==> config.mk <==
export PLATFORM = sky130hd
export DESIGN_NAME = request_queue_select_cancel
export DESIGN_NICKNAME = d
export VERILOG_FILES = /design/src/rtl/rqsc_pkg.sv /design/src/rtl/rqsc_store.sv /design/src/rtl/request_queue_select_cancel.sv
export SDC_FILE = /design/constraint.sdc
export NUM_CORES = 2
export LEC_CHECK = 0
export BUFFER_PORTS_ARGS = -buffer_cell sky130_fd_sc_hd__buf_2
export CAP_MARGIN = 20
export CORE_MARGIN = 1.5
export CORE_UTILIZATION = 50
export DETAILED_ROUTE_END_ITERATION = 10
export PLACE_DENSITY = 0.66
export SYNTH_ARGS = -nofsm -noshare
export SYNTH_HDL_FRONTEND = slang
export SYNTH_HIERARCHICAL = 1
export SYNTH_MEMORY_MAX_BITS = 65536
export SYNTH_SLANG_ARGS = --single-unit
==> constraint.sdc <==
create_clock -name clk -period 9.32 [get_ports clk]
set_input_delay 0.932 -clock clk [delete_from_list [all_inputs] [get_ports clk]]
set_output_delay 0.932 -clock clk [all_outputs]
set_load 0.02 [all_outputs]
==> src/rtl/rqsc_pkg.sv <==
// ----------------------------------------------------------------------------
// rqsc_pkg
// types and constants for the request queue with select and cancel
// ----------------------------------------------------------------------------
package rqsc_pkg;

  localparam int SlotsDefault = 64;
  localparam int BatchDefault = 32;

  typedef enum logic [1:0] {
    OP_SUBMIT = 2'd0,
    OP_CANCEL = 2'd1,
    OP_SELECT = 2'd2,
    OP_NONE   = 2'd3
  } opcode_t;

  typedef enum logic [1:0] {
    MODE_ORDER    = 2'd0,
    MODE_OLDEST   = 2'd1,
    MODE_PRIORITY = 2'd2,
    MODE_SPARE    = 2'd3
  } mode_t;

  typedef enum logic [2:0] {
    ST_ACCEPTED  = 3'd0,
    ST_FULL      = 3'd1,
    ST_CANCELLED = 3'd2,
    ST_NOT_FOUND = 3'd3,
    ST_SELECTED  = 3'd4,
    ST_NONE      = 3'd5
  } status_t;

  typedef struct packed {
    logic [1:0]  opcode;
    logic [31:0] req_id;
    logic [31:0] arrival_stamp;
    logic [7:0]  priority_req;
    logic [5:0]  select_count;
  } req_t;

  typedef struct packed {
    logic [2:0]  status;
    logic [31:0] out_id;
    logic [31:0] out_arrival;
    logic [7:0]  out_priority;
    logic        last;
  } rsp_t;

  typedef struct packed {
    logic [31:0] id;
    logic [31:0] arrival;
    logic [7:0]  prio;
  } entry_t;

endpackage

==> src/rtl/rqsc_store.sv <==
// ----------------------------------------------------------------------------
// rqsc_store
// entry memory, one write port and one registered read port
// ----------------------------------------------------------------------------
module rqsc_store #(
  parameter int DEPTH = rqsc_pkg::SlotsDefault,
  localparam int AW = $clog2(DEPTH)
) (
  input  logic             clk,
  input  logic             we,
  input  logic [AW-1:0]    waddr,
  input  rqsc_pkg::entry_t wdata,
  input  logic [AW-1:0]    raddr,
  output rqsc_pkg::entry_t rdata
);
  import rqsc_pkg::*;

  entry_t mem [DEPTH];

  always_ff @(posedge clk) begin
    if (we) begin
      mem[waddr] <= wdata;
    end
    rdata <= mem[raddr];
  end

endmodule

==> src/rtl/request_queue_select_cancel.sv <==
// ----------------------------------------------------------------------------
// request_queue_select_cancel
// ordered request queue: submit, cancel by id, select by mode
// ----------------------------------------------------------------------------
// channel   dir  handshake             payload
// cmd       in   cmd_valid/cmd_ready   req_t
// rsp       out  rsp_valid/rsp_ready   rsp_t
// cfg       in   cfg_we                select_mode
// submit: writes the entry at the tail. cancel: reads and checks entries in
// queue order until the id matches, then moves each later entry down one slot.
// select: in queue order (also the spare mode) takes the head entry per result;
// in oldest and priority order scans every entry per result, then moves each
// later entry over the chosen one; scans and moves share the single memory read
// port. a waiting response holds the sequencer and the input. no clearing pass after reset.
// ----------------------------------------------------------------------------
module request_queue_select_cancel #(
  parameter int DEPTH       = rqsc_pkg::SlotsDefault,
  parameter int BATCH_LIMIT = rqsc_pkg::BatchDefault
) (
  input  logic           clk,
  input  logic           rst,
  input  logic           cmd_valid,
  output logic           cmd_ready,
  input  rqsc_pkg::req_t cmd,
  output logic           rsp_valid,
  input  logic           rsp_ready,
  output rqsc_pkg::rsp_t rsp,
  input  logic           cfg_we,
  input  logic [1:0]     cfg_wdata
);
  import rqsc_pkg::*;

  localparam int AW = $clog2(DEPTH);
  localparam int CW = $clog2(DEPTH + 1);
  localparam int BW = $clog2(BATCH_LIMIT + 1);

  typedef enum logic [3:0] {
    S_IDLE, S_SUB, S_CSCAN, S_CCHK, S_SSCAN, S_SCHK, S_SEMIT,
    S_MRD, S_MWR, S_RESP
  } state_t;

  state_t         state;
  mode_t          mode;
  req_t           req;
  logic [AW-1:0]  head;
  logic [CW-1:0]  occ;
  logic [CW-1:0]  pos;      // position of current read
  logic [CW-1:0]  best;
  entry_t         best_e;
  logic [CW-1:0]  mpos;     // compaction position
  logic [BW-1:0]  want;
  logic [BW-1:0]  done_n;
  logic           cancel_op;
  rsp_t           rsp_reg;

  logic           we;
  logic [AW-1:0]  waddr, raddr;
  entry_t         wdata, rdata;

  function automatic logic [AW-1:0] slot(input logic [AW-1:0] h, input logic [CW-1:0] p);
    logic [CW:0] s;
    s = {{(CW+1-AW){1'b0}}, h} + {1'b0, p};
    if (s >= (CW+1)'(DEPTH)) begin
      s = s - (CW+1)'(DEPTH);
    end
    return s[AW-1:0];
  endfunction

  rqsc_store #(.DEPTH(DEPTH)) u_store (
    .clk(clk), .we(we), .waddr(waddr), .wdata(wdata), .raddr(raddr), .rdata(rdata)
  );

  // combinational memory port control
  always_comb begin
    we    = 1'b0;
    waddr = slot(head, occ);
    wdata = '{id: req.req_id, arrival: req.arrival_stamp, prio: req.priority_req};
    raddr = slot(head, pos);
    unique case (state)
      S_SUB: we = 1'b1;
      S_MRD: raddr = slot(head, mpos + CW'(1));
      S_MWR: begin
        we    = 1'b1;
        waddr = slot(head, mpos);
        wdata = rdata;
        raddr = slot(head, mpos + CW'(1));
      end
      default: ;
    endcase
  end

  logic better;
  always_comb begin
    case (mode)
      MODE_OLDEST:   better = rdata.arrival < best_e.arrival;
      MODE_PRIORITY: better = rdata.prio > best_e.prio;
      default:       better = 1'b0;
    endcase
  end

  assign cmd_ready = (state == S_IDLE) && !rsp_valid;
  assign rsp       = rsp_reg;

  always_ff @(posedge clk) begin
    if (rst) begin
      state     <= S_IDLE;
      mode      <= MODE_ORDER;
      head      <= '0;
      occ       <= '0;
      rsp_valid <= 1'b0;
    end else begin
      if (cfg_we) begin
        mode <= mode_t'(cfg_wdata);
      end
      if (rsp_valid && rsp_ready) begin
        rsp_valid <= 1'b0;
      end
      unique case (state)
        S_IDLE: begin
          if (cmd_valid && cmd_ready) begin
            req    <= cmd;
            pos    <= '0;
            done_n <= '0;
            want   <= (int'(cmd.select_count) > BATCH_LIMIT) ? BW'(BATCH_LIMIT)
                                                            : BW'(cmd.select_count);
            rsp_reg.out_id       <= cmd.req_id;
            rsp_reg.out_arrival  <= '0;
            rsp_reg.out_priority <= '0;
            rsp_reg.last         <= 1'b1;
            unique case (opcode_t'(cmd.opcode))
              OP_SUBMIT: begin
                if (occ >= CW'(DEPTH)) begin
                  rsp_reg.status <= ST_FULL;
                  state          <= S_RESP;
                end else begin
                  rsp_reg.status <= ST_ACCEPTED;
                  state          <= S_SUB;
                end
              end
              OP_CANCEL: begin
                cancel_op <= 1'b1;
                if (occ == '0) begin
                  rsp_reg.status <= ST_NOT_FOUND;
                  state          <= S_RESP;
                end else begin
                  state <= S_CSCAN;
                end
              end
              OP_SELECT: begin
                cancel_op <= 1'b0;
                if (occ == '0 || cmd.select_count == '0) begin
                  rsp_reg.status <= ST_NONE;
                  rsp_reg.out_id <= '0;
                  state          <= S_RESP;
                end else begin
                  state <= S_SSCAN;
                end
              end
              default: ;
            endcase
          end
        end
        S_SUB: begin
          occ   <= occ + CW'(1);
          state <= S_RESP;
        end
        S_CSCAN: state <= S_CCHK;
        S_CCHK: begin
          if (rdata.id == req.req_id) begin
            rsp_reg.status <= ST_CANCELLED;
            mpos           <= pos;
            state          <= S_MRD;
          end else if (pos + CW'(1) >= occ) begin
            rsp_reg.status <= ST_NOT_FOUND;
            state          <= S_RESP;
          end else begin
            pos   <= pos + CW'(1);
            state <= S_CSCAN;
          end
        end
        S_SSCAN: state <= S_SCHK;
        S_SCHK: begin
          if (pos == '0 || better) begin
            best   <= pos;
            best_e <= rdata;
          end
          if (pos + CW'(1) >= occ || mode == MODE_ORDER || mode == MODE_SPARE) begin
            state <= S_SEMIT;
          end else begin
            pos   <= pos + CW'(1);
            state <= S_SSCAN;
          end
        end
        S_SEMIT: begin
          if (!rsp_valid) begin
            rsp_reg.status       <= ST_SELECTED;
            rsp_reg.out_id       <= best_e.id;
            rsp_reg.out_arrival  <= best_e.arrival;
            rsp_reg.out_priority <= best_e.prio;
            rsp_reg.last <= (done_n + BW'(1) == want) || (occ == CW'(1));
            rsp_valid    <= 1'b1;
            done_n       <= done_n + BW'(1);
            if (mode == MODE_OLDEST || mode == MODE_PRIORITY) begin
              mpos  <= best;
              state <= S_MRD;
            end else begin
              head  <= slot(head, CW'(1));
              occ   <= occ - CW'(1);
              pos   <= '0;
              state <= (done_n + BW'(1) == want || occ == CW'(1)) ? S_IDLE : S_SSCAN;
            end
          end
        end
        S_MRD: begin
          if (mpos + CW'(1) >= occ) begin
            occ <= occ - CW'(1);
            pos <= '0;
            if (cancel_op) begin
              state <= S_RESP;
            end else begin
              state <= (done_n == want || occ == CW'(1)) ? S_IDLE : S_SSCAN;
            end
          end else begin
            state <= S_MWR;
          end
        end
        S_MWR: begin
          mpos  <= mpos + CW'(1);
          state <= S_MRD;
        end
        S_RESP: begin
          if (!rsp_valid) begin
            rsp_valid <= 1'b1;
            state     <= S_IDLE;
          end
        end
        default: state <= S_IDLE;
      endcase
    end
  end

  a_occ_bound: assert property (@(posedge clk) disable iff (rst)
    occ <= CW'(DEPTH)) else $error("occupancy above depth");
  a_busy: assert property (@(posedge clk) disable iff (rst)
    (cmd_valid && cmd_ready && cmd.opcode != OP_NONE) |=> !cmd_ready)
    else $error("ready during work");
  a_sel_status: assert property (@(posedge clk) disable iff (rst)
    $rose(rsp_valid) && rsp.status == ST_SELECTED |-> $past(occ) != '0)
    else $error("selected from empty queue");

endmodule

### Yosys cells after proc, flatten, opt, wreduce, memory -nomap -nowiden

Memories as Yosys holds them, arrays and structs flattened. A register that Yosys moved wholly into a read port is not among the register bits.
Index checks and enable logic that the tools add are counted.

* register bits: 274
* bits in read-only memories: 0
* latch bits: 0
* logic and storage cells: 182
* memory bits (writable): 4608
* memories kept: 1
* input bits: 87

Memories
* u_store.mem: depth 64, width 72, read ports 1, clocked after Yosys merged registers in 1, write ports 1, line rqsc_store.sv:18 `entry_t mem [DEPTH];`

* multiply operators: 0
* $lt $le $gt $ge: 11
* bitwise logic cells: 3
* reductions and logical operators: 36
* shifts and indexed selects: 0
* add/sub/neg operators: 15
* multiplexer cells: 62
* equal/unequal tests: 32
* div/mod/pow operators: 0

Operators with widths (count)
* 76-bit 2-to-1 mux: 2
* 73-bit case mux with 2 select lines: 1
* 7-bit 2-to-1 mux: 13
* 72-bit 2-to-1 mux: 1
* 6-bit 2-to-1 mux: 9
* 7-bit case mux with 3 select lines: 2
* 4-bit 2-to-1 mux: 10
* 4-bit case mux with 10 select lines: 1
* 35-bit 2-to-1 mux: 1
* 7-bit case mux with 5 select lines: 1
* 6-bit by 7-bit adder with 8-bit output: 4
* 32-bit == test: 1
* 8-bit by 7-bit >= comparator with 1-bit output (second input constant): 4
* 32-bit less-than comparator: 1
* 32-bit 2-to-1 mux: 1
* 6-bit by 1-bit subtractor with 6-bit output (second input constant): 5
* 7-bit by 1-bit adder with 7-bit output (second input constant): 3
* 3-bit 2-to-1 mux: 6
* 2-bit != test (second input constant): 9
* 3-bit case mux with 3 select lines: 2
* 4-bit by 3-bit == test with 1-bit output (second input constant): 4
* 4-bit AND reduction: 4
* 7-bit >= comparator: 2
* 7-bit >= comparator (second input constant): 2
* other kinds (36): 70

### Logic depth before layout (Yosys ltp)

* depth in word-level cells: 7
* mapped depth: 20

### Hierarchy

Netlist, hierarchy kept.

Modules (own cells, without submodules)
* rqsc_store: instances 1, cells an instance 7627, sequential area each 139814.1 um^2, area an instance 176234.0 um^2
* request_queue_select_cancel: instances 1, cells an instance 1235, sequential area each 8027.7 um^2, area an instance 13508.0 um^2

### Least setup slack after synthesis

Ideal clock, no wire load.

* path type: input -> register
* start point: input rst
* end point: register cancel_op (enable)
* required time: 8.994 ns
* path slack: -0.555 ns
* library setup time: 0.326 ns
* stages: 2
* buffers on the path: 0
* arrival: 9.549 ns
* cell sequence: nor4b_1 -> and2_1

* longest elaborated chain between the ends: 2

RTL lines
* start, declared: line request_queue_select_cancel.sv:21 `input logic rst,`
* 1-bit NOT (no line)
* 4-bit AND reduction (no line)
* end signal, assigned: line request_queue_select_cancel.sv:141 `cancel_op <= 1'b1;`
* end signal, assigned: line request_queue_select_cancel.sv:150 `cancel_op <= 1'b0;`
* end, declared: line request_queue_select_cancel.sv:53 `logic cancel_op;`

No other way between the ends.
A chain may end at the register's enable or synchronous reset.

### Worst setup path in the final report

* start point: register state[2]
* end point: register u_store/rdata[12] (netlist name)

* longest elaborated chain between the ends: 3

RTL lines
* start, declared: line request_queue_select_cancel.sv:42 `state_t state;`
* start signal, assigned: line request_queue_select_cancel.sv:210 `state <= (done_n + BW'(1) == want || occ == CW'(1)) ? S_IDLE : S_SSCAN;`
* start signal, assigned: line request_queue_select_cancel.sv:221 `state <= (done_n == want || occ == CW'(1)) ? S_IDLE : S_SSCAN;`
* 4-bit by 3-bit == test with 1-bit output or 4-bit == test (tied branches): line request_queue_select_cancel.sv:79 `unique case (state)`
* 2-bit OR reduction (no line) *
* 6-bit 2-to-1 mux *
* named net raddr[2]: line request_queue_select_cancel.sv:57 `logic [AW-1:0] waddr, raddr;`

Mark *: on every way through the listed nets, which the timed path passes. The rest lies on a longest branch.

==> reports/metrics.cfg <==
[finish]
n_fill_cell=27400
drive_gt1_share_pct=25.1
area_growth_pct=12.6
multiInputGateArea_um2=39900
seqCellArea_um2=148000
layout.nets=9492
largest_reg_flops=4608

[synth]
async_reset_ff_share_pct=0
synth_cells=8862
synth.avg_cell_area_um2=21.4
ys_seq_elements=4954
syn-num-nets=9029
synth-edff-count=4862
yosysSeqAreaShare_pct=77.9
synthDistinctLibCells=71
synth_area_um2=190000
dominantRegCellSynth=edfxtp_1
yosysWarnings=6

[die]
start_util_pct=50.2
die-width_um=619
core_area_um2=378000
dieArea_um2=383000
ioPinCount=165
num_rows=226
die-height_um=619

[drt]
drc=0
vias=98200
drtAntennaViolNets=0
drt-vias-per-instance=6.66
dr.first_iter.drc_count=15700
routedWlPerCell_um=37.1
drt_pass1_iterations=6
drt_wl_total_mm=548

[power]
p_seq_share_pct=41.9
vdd_drop_max_v=0.000289
comb_power_share_pct=30.0
leakage_nw=67.2
power_density_nw_per_um2=316
power_frac_clock_pct=28.2
internal_power_mw=45.8
p_sw_share_pct=32.2
power_mw=67.6
power.switching_mw=21.7

[global_routing]
grt_pass1_vias=95600
grt_max_degree=102
busiest_layer=met2
grt_usage_pct=28.4
use_met3_pct=6.69
grt_util_met2_pct=43.9
grt_util_met1_pct=39.8
overflow=0
grt_antenna_before_repair=24
grt_pass1_wl_mm=758

[sta]
worstMarginPinSlew_ns=1.22
fin_worst_skew_ns=0.0495
timing.hold.ws_ns=0.0940
max_freq_ghz=0.160
rsz0062_at_grt=no
finalSetupViolCount=0
worst_slack_ns=3.07
period_needed_ns=6.25
fin_crit_sh_pct=67.1
setup_tns_ns=0
hold_viol=0
finalMaxSlewViolations=0
slew_headroom_pct=18.4

[placed_design]
port_buffers=164
dp_hpwl_mm=292
gp_routability_congestion=0.870
dp_slack_ns=3.26

[setup_path]
path_max_fanout=53
cp-end-kind=flip-flop
critPathRequiredTime_ns=10.24
startpoint_type=flip-flop
crit_type=flip-flop to flip-flop
arrival_ns=7.18

[clock_tree]
insertion_delay_ns=1.02
cts_tree=yes
htree_num_levels=5
postCtsSetupBuffers=0
clock_path_buffers=4
cts_buffers=471
ctsHoldBuffers=0
clock-sinks=4954
root_buffer=clkbuf_16
cts_resized=0
clkTransAtPathRegs_ns=0.07

[hold_path]
hp-class=input port to flip-flop

[status]
status=completed

[job]
cap_violations=0

==> final timing paths <==
kind,slack [ns],depth (start not counted),endpoint,startpoint
setup / recovery,3.07,15,u_store/rdata[12],state[2]
hold / removal,0.09,1,req[36],cmd[36]
setup reg to reg,3.07,15,u_store/rdata[12],state[2]
hold reg to reg,0.50,2,rsp[64],best_e[63]
==> Yosys cell counts (14+ instances only) <==
cell / n / area (um2)
edfxtp_1: 4862 / 146000
mux4_2: 1152 / 25900
nand2_1: 528 / 1980
nand3_1: 248 / 1240
buf_2: 220 / 1100
nor2_1: 207 / 777
clkbuf_1: 187 / 702
mux2i_1: 157 / 1570
a22oi_1: 150 / 1130
nand4_1: 112 / 701
o22ai_1: 96 / 601
dfxtp_1: 92 / 1840
inv_1: 84 / 315
ha_1: 78 / 976
buf_4: 49 / 368
xor2_1: 49 / 429
o21ai_0: 47 / 235
o221ai_1: 45 / 394
or3_1: 40 / 250
a21oi_1: 38 / 190
o21ai_1: 38 / 190
nor2b_1: 36 / 225
or2_2: 33 / 206
a41oi_1: 31 / 272
a211oi_1: 28 / 210
a31oi_1: 25 / 156
and3_1: 25 / 156
xnor2_1: 25 / 219
buf_1: 22 / 82.6
a2bb2oi_1: 19 / 166
nand2b_1: 17 / 106
a21o_1: 14 / 105
==> cell type report <==
type	count	area share (%)
antenna	6	0.00703
clock buffer	614	5.94
clock inverter	257	1.20
inverter	84	0.148
multi-input combinational	3334	18.7
sequential	4954	69.2
tap	5016	2.94
timing repair buffer	480	1.86
==> critical path, cell delays in order, from the launching register on <==
cell,delay (ns)
dfxtp_1,0.74
and3b_1,0.52
nand2_1,0.26
nand2_4,0.23
a21oi_1,0.12
ha_4,0.19
fa_4,0.47
xor2_4,0.42
buf_4,0.41
nor2b_4,0.53
buf_4,0.96
buf_4,0.63
a22oi_1,0.16
nand4_1,0.17
o21ai_1,0.12
nor2_1,0.13
==> cells in the final DEF, fill, tap and decap left out, types with 46 or more instances in the layout <==
cell       count
nand4_1      112
nand3_1      248
mux2i_1      157
o22ai_1       96
mux4_2      1152
buf_12        59
nand2_1      513
clkbuf_1     117
inv_1         84
a22oi_1      150
nor2_1       142
buf_2        164
xor2_1        48
dfxtp_1       92
clkinv_1      98
ha_1          77
buf_4        252
edfxtp_1    4862
clkbuf_16    480
nor2_4        66
clkinv_2      77
o21ai_0       46
==> cell families after synthesis <==
kind of cell    after synthesis  share of synthesized area (%)
flops                      4954                           77.9
simple gates               1306                           3.19
xor+xnor                     74                          0.342
fa+ha+maj                    80                          0.535
compound gates              561                           2.06
buf+inv                     574                           1.42
mux                        1313                           14.5
==> power groups by stage <==
stage	Clock, mW	Sequential [mW]	Combinational [mW]
CTS	19.2	28.3	20.2
floorplan	0	28.6	13.2
detailed placement	0	28.7	20.1
global placement	0	28.7	19.8
finish	19.0	28.3	20.2
global route	20.0	28.3	21.3
==> layer usage <==
layer | up-vias | routed length, um
met3 | 1090 | 70800
met4 | 16 | 23900
met5 | - | 91
li1 | 37800 | -
met2 | 6892 | 253000
met1 | 52400 | 200000
==> through the flow <==
stage               instance area (um2)  std cells  util [%]
finish                           214000      14700      56.5
global route                     214000      14700      56.5
CTS                              213000      14700      56.4
detailed placement               198000      13900      52.4
global placement                 198000      13900      52.4
floorplan                        190000       8862         -
Power figures use the tool's default switching activity.
